--- src/ial_pkg.sv ---
`default_nettype none

package ial_pkg;

  typedef enum logic [1:0] {
    CMD_APPEND = 2'd0,
    CMD_INSERT = 2'd1,
    CMD_REMOVE = 2'd2,
    CMD_READ   = 2'd3
  } ial_cmd_e;

  typedef enum logic [1:0] {
    CELL_HOLD      = 2'd0,
    CELL_LOAD      = 2'd1,
    CELL_FROM_PREV = 2'd2,
    CELL_FROM_NEXT = 2'd3
  } ial_cell_op_e;

  typedef logic [31:0] ial_word_t;

  typedef struct packed {
    ial_cmd_e    cmd;
    logic [7:0]  slot_index;
    logic [7:0]  first_octet;
    logic [7:0]  second_octet;
    logic [7:0]  third_octet;
    logic [7:0]  fourth_octet;
  } ial_in_t;

  typedef struct packed {
    logic [7:0]  read_first;
    logic [7:0]  read_second;
    logic [7:0]  read_third;
    logic [7:0]  read_fourth;
    logic [4:0]  list_length;
    logic        op_error;
  } ial_out_t;

endpackage

`default_nettype wire

--- src/indexed_address_list_unit.sv ---
// Channel  Direction  Handshake          Payload
// command  in         start, busy        req_i (ial_in_t)
// result   out        done_o strobe      rsp_o (ial_out_t)
//
// A command is taken at each rising edge with start high; busy stays low,
// so one command can follow another in every cycle.
// The result appears in the cycle after acceptance, for one cycle, held in
// the result register behind the cell row; every cell shifts in parallel.
// Reset empties the list; entry contents are undefined until written.
// The receiver cannot stall the result strobe.
`default_nettype none

module indexed_address_list_unit #(
  parameter int unsigned CAPACITY = 16
) (
  input  logic             clk_i,
  input  logic             rst_ni,
  input  logic             start,
  output logic             busy,
  input  ial_pkg::ial_in_t req_i,
  output logic             done_o,
  output ial_pkg::ial_out_t rsp_o
);
  import ial_pkg::*;

  localparam int unsigned CntW = $clog2(CAPACITY + 1);
  localparam int unsigned IdxW = $clog2(CAPACITY);
  localparam int unsigned CmpW = (CntW > 8) ? CntW : 8;

  logic [CntW-1:0] count_q;
  logic [CntW-1:0] count_d;
  logic            done_q;
  ial_out_t        rsp_q;
  ial_out_t        rsp_d;

  logic            accept;
  logic            is_ins;
  logic            err;
  logic            do_ins;
  logic            do_rm;
  logic            full;
  logic [CmpW-1:0] pos_ext;
  logic [CmpW-1:0] cnt_ext;
  logic [CmpW-1:0] eff_pos;
  ial_word_t       new_word;
  ial_word_t       rd_word;

  ial_word_t       cell_data [CAPACITY];

  assign busy     = 1'b0;
  assign accept   = start && !busy;
  assign pos_ext  = CmpW'(req_i.slot_index);
  assign cnt_ext  = CmpW'(count_q);
  assign full     = (count_q >= CntW'(CAPACITY));
  assign is_ins   = (req_i.cmd == CMD_APPEND) || (req_i.cmd == CMD_INSERT);
  assign eff_pos  = (req_i.cmd == CMD_APPEND) ? cnt_ext : pos_ext;
  assign new_word = {req_i.first_octet, req_i.second_octet,
                     req_i.third_octet, req_i.fourth_octet};

  always_comb begin
    unique case (req_i.cmd)
      CMD_APPEND: err = full;
      CMD_INSERT: err = full || (pos_ext > cnt_ext);
      CMD_REMOVE: err = (pos_ext >= cnt_ext);
      CMD_READ:   err = (pos_ext >= cnt_ext);
      default:    err = 1'b1;
    endcase
  end

  assign do_ins = accept && is_ins && !err;
  assign do_rm  = accept && (req_i.cmd == CMD_REMOVE) && !err;

  always_comb begin
    count_d = count_q;
    if (do_ins) begin
      count_d = count_q + CntW'(1);
    end else if (do_rm) begin
      count_d = count_q - CntW'(1);
    end
  end

  for (genvar i = 0; i < CAPACITY; i++) begin : g_cell
    localparam logic [CmpW-1:0] Pos = CmpW'(i);
    ial_cell_op_e op;
    ial_word_t    prev_w;
    ial_word_t    next_w;

    if (i == 0) begin : g_first
      assign prev_w = '0;
    end else begin : g_prev
      assign prev_w = cell_data[i-1];
    end

    if (i == CAPACITY - 1) begin : g_last
      assign next_w = '0;
    end else begin : g_next
      assign next_w = cell_data[i+1];
    end

    always_comb begin
      priority if (do_ins && (Pos == eff_pos)) begin
        op = CELL_LOAD;
      end else if (do_ins && (Pos > eff_pos)) begin
        op = CELL_FROM_PREV;
      end else if (do_rm && (Pos >= eff_pos)) begin
        op = CELL_FROM_NEXT;
      end else begin
        op = CELL_HOLD;
      end
    end

    ial_cell u_cell (
      .clk_i  (clk_i),
      .op_i   (op),
      .load_i (new_word),
      .prev_i (prev_w),
      .next_i (next_w),
      .data_o (cell_data[i])
    );
  end

  assign rd_word = cell_data[req_i.slot_index[IdxW-1:0]];

  always_comb begin
    rsp_d             = '0;
    rsp_d.list_length = 5'(count_d);
    rsp_d.op_error    = err;
    if ((req_i.cmd == CMD_READ) && !err) begin
      rsp_d.read_first  = rd_word[31:24];
      rsp_d.read_second = rd_word[23:16];
      rsp_d.read_third  = rd_word[15:8];
      rsp_d.read_fourth = rd_word[7:0];
    end
  end

  always_ff @(posedge clk_i or negedge rst_ni) begin
    if (!rst_ni) begin
      count_q <= '0;
      done_q  <= 1'b0;
    end else begin
      count_q <= count_d;
      done_q  <= accept;
    end
  end

  always_ff @(posedge clk_i) begin
    if (accept) begin
      rsp_q <= rsp_d;
    end
  end

  assign done_o = done_q;
  assign rsp_o  = rsp_q;

`ifndef SYNTH
  a_done_follows_accept: assert property (@(posedge clk_i) disable iff (!rst_ni)
    done_o |-> $past(start && !busy))
    else $error("result strobe without accepted command");

  a_accept_gives_done: assert property (@(posedge clk_i) disable iff (!rst_ni)
    (start && !busy) |=> done_o)
    else $error("accepted command produced no result");

  a_count_bound: assert property (@(posedge clk_i) disable iff (!rst_ni)
    count_q <= CntW'(CAPACITY))
    else $error("entry count above capacity");

  a_error_no_change: assert property (@(posedge clk_i) disable iff (!rst_ni)
    (done_o && rsp_o.op_error) |-> (count_q == $past(count_q)))
    else $error("refused command changed the length");

  a_error_zero_read: assert property (@(posedge clk_i) disable iff (!rst_ni)
    (done_o && rsp_o.op_error) |-> (rsp_o.read_first == 8'd0 &&
      rsp_o.read_second == 8'd0 && rsp_o.read_third == 8'd0 &&
      rsp_o.read_fourth == 8'd0))
    else $error("refused command returned read data");
`endif

endmodule

`default_nettype wire

--- src/ial_cell.sv ---
`default_nettype none

module ial_cell (
  input  logic                  clk_i,
  input  ial_pkg::ial_cell_op_e op_i,
  input  ial_pkg::ial_word_t    load_i,
  input  ial_pkg::ial_word_t    prev_i,
  input  ial_pkg::ial_word_t    next_i,
  output ial_pkg::ial_word_t    data_o
);
  import ial_pkg::*;

  ial_word_t data_q;
  ial_word_t data_d;

  always_comb begin
    unique case (op_i)
      CELL_HOLD:      data_d = data_q;
      CELL_LOAD:      data_d = load_i;
      CELL_FROM_PREV: data_d = prev_i;
      CELL_FROM_NEXT: data_d = next_i;
      default:        data_d = data_q;
    endcase
  end

  always_ff @(posedge clk_i) begin
    data_q <= data_d;
  end

  assign data_o = data_q;

endmodule

`default_nettype wire

--- config.mk ---
export PLATFORM = sky130hd
export DESIGN_NAME = indexed_address_list_unit
export DESIGN_NICKNAME = d
export VERILOG_FILES = /design/src/ial_pkg.sv /design/src/indexed_address_list_unit.sv /design/src/ial_cell.sv
export SDC_FILE = /design/constraint.sdc
export NUM_CORES = 1
export LEC_CHECK = 0
export CORE_MARGIN = 5
export CORE_UTILIZATION = 55
export DETAILED_ROUTE_END_ITERATION = 8
export DONT_BUFFER_PORTS = 1
export GPL_TIMING_DRIVEN = 1
export HOLD_SLACK_MARGIN = 0.06
export PLACE_DENSITY = 0.7
export SLEW_MARGIN = 10
export SYNTH_ARGS = -nofsm -noshare
export SYNTH_HDL_FRONTEND = slang
export SYNTH_SLANG_ARGS = --single-unit
--- constraint.sdc ---
create_clock -name clk_i -period 11.1 [get_ports clk_i]
set_input_delay 0 -clock clk_i [delete_from_list [all_inputs] [get_ports clk_i]]
set_output_delay 0 -clock clk_i [all_outputs]
set_load 0.1 [all_outputs]
==> impl_metrics.json, run 1 <==
{
  "final_max_slew_viol_count": 0,
  "synth_warnings": 0,
  "fin_nets": 2133,
  "clkSinkCount": 556,
  "layout_common_cells": "edfxtp_1 (550), a22oi_1 (324), o21ai_0 (192)",
  "arrival_ns": 4.88,
  "outcome": "finished, final reports clean",
  "crit_required_ns": 11.35,
  "ant_nets": 0,
  "syn_to_final_growth_pct": 9.66,
  "cts_setup_buffers": 0,
  "rows": 85,
  "power.leakage_nw": 10.0,
  "die_w_um": 243,
  "worst_slack_ns": 6.47,
  "hold_violations": 0,
  "synthArstFlopShare_pct": 1.08,
  "rsz0062_at_grt": "no",
  "timing.final.crit_share_pct": 41.7,
  "dieArea_um2": 59000,
  "clock_latency_ns": 0.64,
  "grt_pass1_wl_um": 140000,
  "drt_wl_total_um": 94900,
  "place_worst_setup_slack_ns": 6.56,
  "h-tree-depth": 2,
  "grt-ovfl-total": 0,
  "dp_hpwl_um": 57000,
  "syn_area_um2": 29800,
  "setup_viol": 0,
  "r2r_end": "g_cell[4].u_cell.data_o[11]$_DFFE_PP_",
  "synth_area_per_cell_um2": 13.7,
  "numCtsBuffers": 59,
  "final_common_cell": "edfxtp_1",
  "clk_path_buf_depth": 3,
  "crit_path_end": "g_cell[4].u_cell.data_o[11]$_DFFE_PP_",
  "reg2reg_from": "count_q[1]$_DFF_PN0_",
  "synth_ff_type": "edfxtp_1",
  "first_global_vias": 20800,
  "yosysUniqueCellTypes": 65,
  "fin_worst_skew_ns": 0.0154,
  "startpoint": "count_q[1]$_DFF_PN0_",
  "clk_pin_slew_ns": 0.07,
  "path_cells": "inv_1, ha_1, nor2b_1, o21bai_1, nand3_2, a211oi_4, buf_4, or2_2",
  "first_iter_violations": 3638,
  "hp-class": "in -> reg",
  "tightest_slew_ns": 1.27,
  "viasPerCell": 7.80,
  "finalSetupTns_ns": 0,
  "port_buffers": 0,
  "max-slew-margin-rel_pct": 15.0,
  "vdd_drop_max_mv": 0.132,
  "grt_max_degree": 135,
  "track_usage_pct": 31.1,
  "synth_edf_count": 550,
  "postLayoutCoreUtil_pct": 60.9,
  "firstDrtPassIters": 8,
  "synth.top_cell.area_share_pct": 55.4,
  "setup.worst_path.end_class": "flop",
  "synth_seq_area_share_pct": 55.9,
  "critPathMaxStageDelay_ns": 0.90,
  "synth_fp_nets": 2235,
  "via_count": 22100,
  "synthCells": 2182,
  "wl_per_cell_um": 33.6,
  "cpMaxStageDelayCell": "or2_2",
  "reg2regPathDepth": 8,
  "timing.fmax_mhz": 216,
  "gp_congestion": 0.919,
  "cts_root_buf": "clkbuf_16",
  "core_region_area_um2": 53700,
  "synth_area_leaders": "edfxtp_1 (55%), mux4_2 (12%), a22oi_1 (8.2%)",
  "floorplan.initialDensity_pct": 55.5,
  "antenna_found_initial": 16,
  "drc_errors": 0,
  "ios": 85,
  "cp-start-kind": "flop",
  "fin_crit_ns": 4.63,
  "cts_tree": "yes",
  "crit_fanout": 65,
  "r2r_slack_ns": 6.47,
  "path_class": "reg -> reg",
  "die_h_um": 243,
  "synth_top_cell_by_area": "edfxtp_1",
  "ys_ff_latch": 556,
  "drive_gt1_share_pct": 16.6,
  "drv_cap": 0,
  "power_density_nw_per_um2": 157
}
[logic make-up (layout without fill, tap and decap cells)]
family	after synthesis	count (layout)	synth area share (%)
xor+xnor	4	4	0.118
simple gates	204	204	3.73
other cells	1	6	0.0126
buf+inv	289	235	4.07
fa+ha+maj	8	8	0.336
flops	556	556	55.9
compound gates	959	959	23.7
mux	161	161	12.1
[metal layers]
metal | wire length (µm) | vias to the layer above | track usage, % | share of wire [%]
met2 | 42100 | 1826 | 46.4 | 44
li1 | - | 9009 | - | -
met1 | 35000 | 11000 | 43.3 | 37
met5 | 197 | - | 1.06 | 0.21
met3 | 15500 | 187 | 12.8 | 16
met4 | 2040 | 20 | 7.06 | 2.1
[critical path, delay by kind of cell (launching register included)]
family | cells | cell delay, ns
flip-flops | 1 | 0.49
AO/OA/AOI/OAI | 2 | 0.84
adder cells (fa/ha/maj) | 1 | 0.30
buffers and inverters | 2 | 0.77
AND/OR/NAND/NOR | 3 | 1.77
[layout make-up]
| type | count | area, µm² |
|---|---|---|
| clock buffer | 67 | 1510 |
| multi-input combinational | 1337 | 12200 |
| inverter | 40 | 150 |
| fill | 3926 | 21000 |
| timing repair buffer | 86 | 783 |
| tap | 696 | 871 |
| clock inverter | 42 | 467 |
| antenna | 5 | 12.5 |
| sequential | 556 | 16700 |
[Yosys cell counts (5+ instances only)]
cell	instances
mux4_2	160
inv_1	39
a21o_1	65
a22o_1	95
dfrtp_1	6
nor3_1	69
a22oi_1	324
edfxtp_1	550
a31oi_1	5
or2_2	6
ha_1	8
o31ai_1	163
buf_2	78
buf_4	6
clkbuf_1	160
o21ai_1	9
a21oi_1	13
nor2_1	26
nor2b_1	34
nand2_1	38
o21ai_0	192
a221o_1	62
[registers in the layout, indices dropped and copies added, names as in the netlist]
name	cells
count_q	5
rsp_o	38
g_cell.u_cell.data_o	512
done_o	1
[worst min path at each step]
stage / start / end / cells past startpoint
final: req_i[40] / count_q[1]$_DFF_PN0_ / 4
after CTS: req_i[33] / rsp_o[31]$_SDFFCE_PN0P_ / 3
after floorplan: rst_ni / count_q[0]$_DFF_PN0_ / 0
after detailed placement: rst_ni / done_o$_DFF_PN0_ / 0
after global routing: req_i[40] / count_q[1]$_DFF_PN0_ / 4
after global placement: rst_ni / done_o$_DFF_PN0_ / 0
[report_power, final]
part / total (W) / switching, W / internal (W)
sequential: 0.00254 / 0.000146 / 0.00240
combinational: 0.000532 / 0.000317 / 0.000215
clock: 0.00205 / 0.000862 / 0.00119
[timing repair]
item,CTS,global route
endpoints found under the hold margin,575,0
hold buffers,44,0
gates resized for setup,0,0
[through the flow]
step | std cells | total power (W) | hold WS (ns) | cell area, µm²
6_report | 2829 | 0.00512 | 0.0983 | 32700
5_1_grt | 2827 | 0.00526 | 0.105 | 32700
4_1_cts | 2824 | 0.00513 | 0.0600 | 32700
3_5_place_dp | 2671 | 0.00307 | -0.295 | 30200
3_3_place_gp | 2671 | 0.00305 | -0.295 | 30200
2_1_floorplan | 2182 | 0.00293 | -0.296 | 29800
No activity file was read; power rests on OpenSTA's default activity.
==> run 2: changes to the inputs <==
==> constraint.sdc (replaced) <==
create_clock -name clk_i -period 4.5 [get_ports clk_i]
set_input_delay 0 -clock clk_i [delete_from_list [all_inputs] [get_ports clk_i]]
set_output_delay 0 -clock clk_i [all_outputs]
set_load 0.1 [all_outputs]
==> run 2 against run 1 <==
Die area unchanged. Sequential power up 150%. Via count up 0.29%. Global-route usage down 0.40 points. Sequential share of layout area down 0.22 points. Clock-buffer cell count rose by 6. Sequential cell count is the same. Clock skew increased by 0.0060 ns. Routed wire length decreased by 1.7%. First-iteration DRC count rose by 7.6%. Core utilization increased by 0.26 points. Critical endpoint is now g_cell[8].u_cell.data_o[2]$_DFFE_PP_.
==> impl_metrics.json, run 2 (synthesized netlist as in run 1, its figures left out) <==
{
  "outcome": "finished, final reports clean",
  "antenna_found_initial": 13,
  "drc_errors": 0,
  "cp-start-kind": "flop",
  "dp_hpwl_um": 58300,
  "h-tree-depth": 2,
  "fin_crit_ns": 3.62,
  "rows": 85,
  "nFillCells": 4024,
  "largest_reg_flops": 512,
  "clk_pin_slew_ns": 0.06,
  "clock_latency_ns": 0.64,
  "cts_root_buf": "clkbuf_16",
  "drv_cap": 0,
  "power.leakage_nw": 10.1,
  "fin_nets": 2153,
  "via_count": 22100,
  "rsz0062_at_grt": "no",
  "track_usage_pct": 30.7,
  "setup.worst_path.end_class": "flop",
  "grt_pass1_wl_um": 140000,
  "clkSinkCount": 556,
  "first_global_vias": 20600,
  "timing.fmax_mhz": 276,
  "tightest_slew_ns": 0.991,
  "viasPerCell": 7.77,
  "grt_max_degree": 135,
  "placed_area_um2": 30500,
  "hp-class": "in -> reg",
  "timing.final.crit_share_pct": 80.4,
  "path_class": "reg -> reg",
  "port_buffers": 0,
  "finalSetupTns_ns": 0,
  "floorplan.initialDensity_pct": 55.5,
  "setup_viol": 0,
  "max-slew-margin-rel_pct": 33.5,
  "grt-ovfl-total": 0,
  "ios": 85,
  "place_worst_setup_slack_ns": 0.949,
  "syn_to_final_growth_pct": 10.1,
  "arrival_ns": 4.00,
  "wl_per_cell_um": 32.8,
  "final_common_cell": "edfxtp_1",
  "clk_path_buf_depth": 3,
  "ant_nets": 0,
  "vdd_drop_max_mv": 0.339,
  "cts_tree": "yes",
  "dieArea_um2": 59000,
  "die_w_um": 243,
  "finalPower_w": 0.0124,
  "crit_required_ns": 4.88,
  "whs_ns": 0.0803,
  "power_density_nw_per_um2": 376,
  "finalInstanceArea_um2": 32800,
  "firstDrtPassIters": 6,
  "core_region_area_um2": 53700,
  "gp_congestion": 0.906,
  "drive_gt1_share_pct": 16.9,
  "first_iter_violations": 3915,
  "numCtsBuffers": 59,
  "drt_wl_total_um": 93400,
  "hold_violations": 0,
  "layout_common_cells": "edfxtp_1 (550), a22oi_1 (324), o21ai_0 (192)",
  "die_h_um": 243,
  "fin_worst_skew_ns": 0.0215,
  "worst_slack_ns": 0.880,
  "final_max_slew_viol_count": 0,
  "crit_fanout": 20
}
run 2: worst max-delay path: stages, from the launching register on:
cell and delay (ns):
dfrtp_1 0.50, inv_1 0.15, ha_1 0.31, nor2b_1 0.13
o21bai_1 0.42, and4_1 0.38, nor3_2 0.07, buf_4 0.27
a211o_1 0.50, buf_4 0.34, a21o_1 0.22
run 2: path summary, 6_finish.rpt:
path / startpoint / end / cells past startpoint / slack [ns]
max: count_q[1]$_DFF_PN0_ / g_cell[8].u_cell.data_o[2]$_DFFE_PP_ / 10 / 0.88
min: req_i[36] / rsp_o[0]$_DFFE_PP_ / 4 / 0.08
max reg2reg: count_q[1]$_DFF_PN0_ / g_cell[8].u_cell.data_o[2]$_DFFE_PP_ / 10 / 0.88
min reg2reg: g_cell[1].u_cell.data_o[29]$_DFFE_PP_ / g_cell[0].u_cell.data_o[29]$_DFFE_PP_ / 2 / 0.59
max in group asynchronous: rst_ni / count_q[4]$_DFF_PN0_ / 2 / 4.05
min in group asynchronous: rst_ni / count_q[0]$_DFF_PN0_ / 2 / 0.22
run 2: area by class of cell:
cell class / count / area (µm²) / share of cell area [%]
flip-flops and latches: 556 / 16700 / 50.8
multi-input cells: 1337 / 12200 / 37.3
clock buffers: 73 / 1550 / 4.72
repair buffers: 106 / 1050 / 3.21
well taps: 696 / 871 / 2.65
clock inverters: 33 / 283 / 0.861
inverters: 40 / 150 / 0.457
diodes: 7 / 17.5 / 0.0534
run 2: power breakdown:
group | leakage (nW) | internal, W | switching (W)
sequential | 5.07 | 0.00591 | 0.000347
clock | 0.888 | 0.00270 | 0.00205
combinational | 4.12 | 0.000549 | 0.000794
total | 10.1 | 0.00916 | 0.00320
run 2: layer usage:
metal	part of all wire [%]	global-route usage, %
met1	39	45.4
met2	43	43.7
met3	16	12.2
met4	1.9	5.94
met5	0.067	1.39
run 2: per-stage QoR:
step / instances / util [%]
after floorplan: 2182 / -
after global placement: 2693 / 56.9
after detailed placement: 2693 / 56.9
after CTS: 2841 / 61.1
after global routing: 2843 / 61.1
final: 2848 / 61.1
run 2: what timing repair did:
action / CTS / global route
endpoints found under the hold margin: 561 / 0
resized for setup: 0 / 0
setup buffers: 0 / 0
hold buffers: 42 / 0
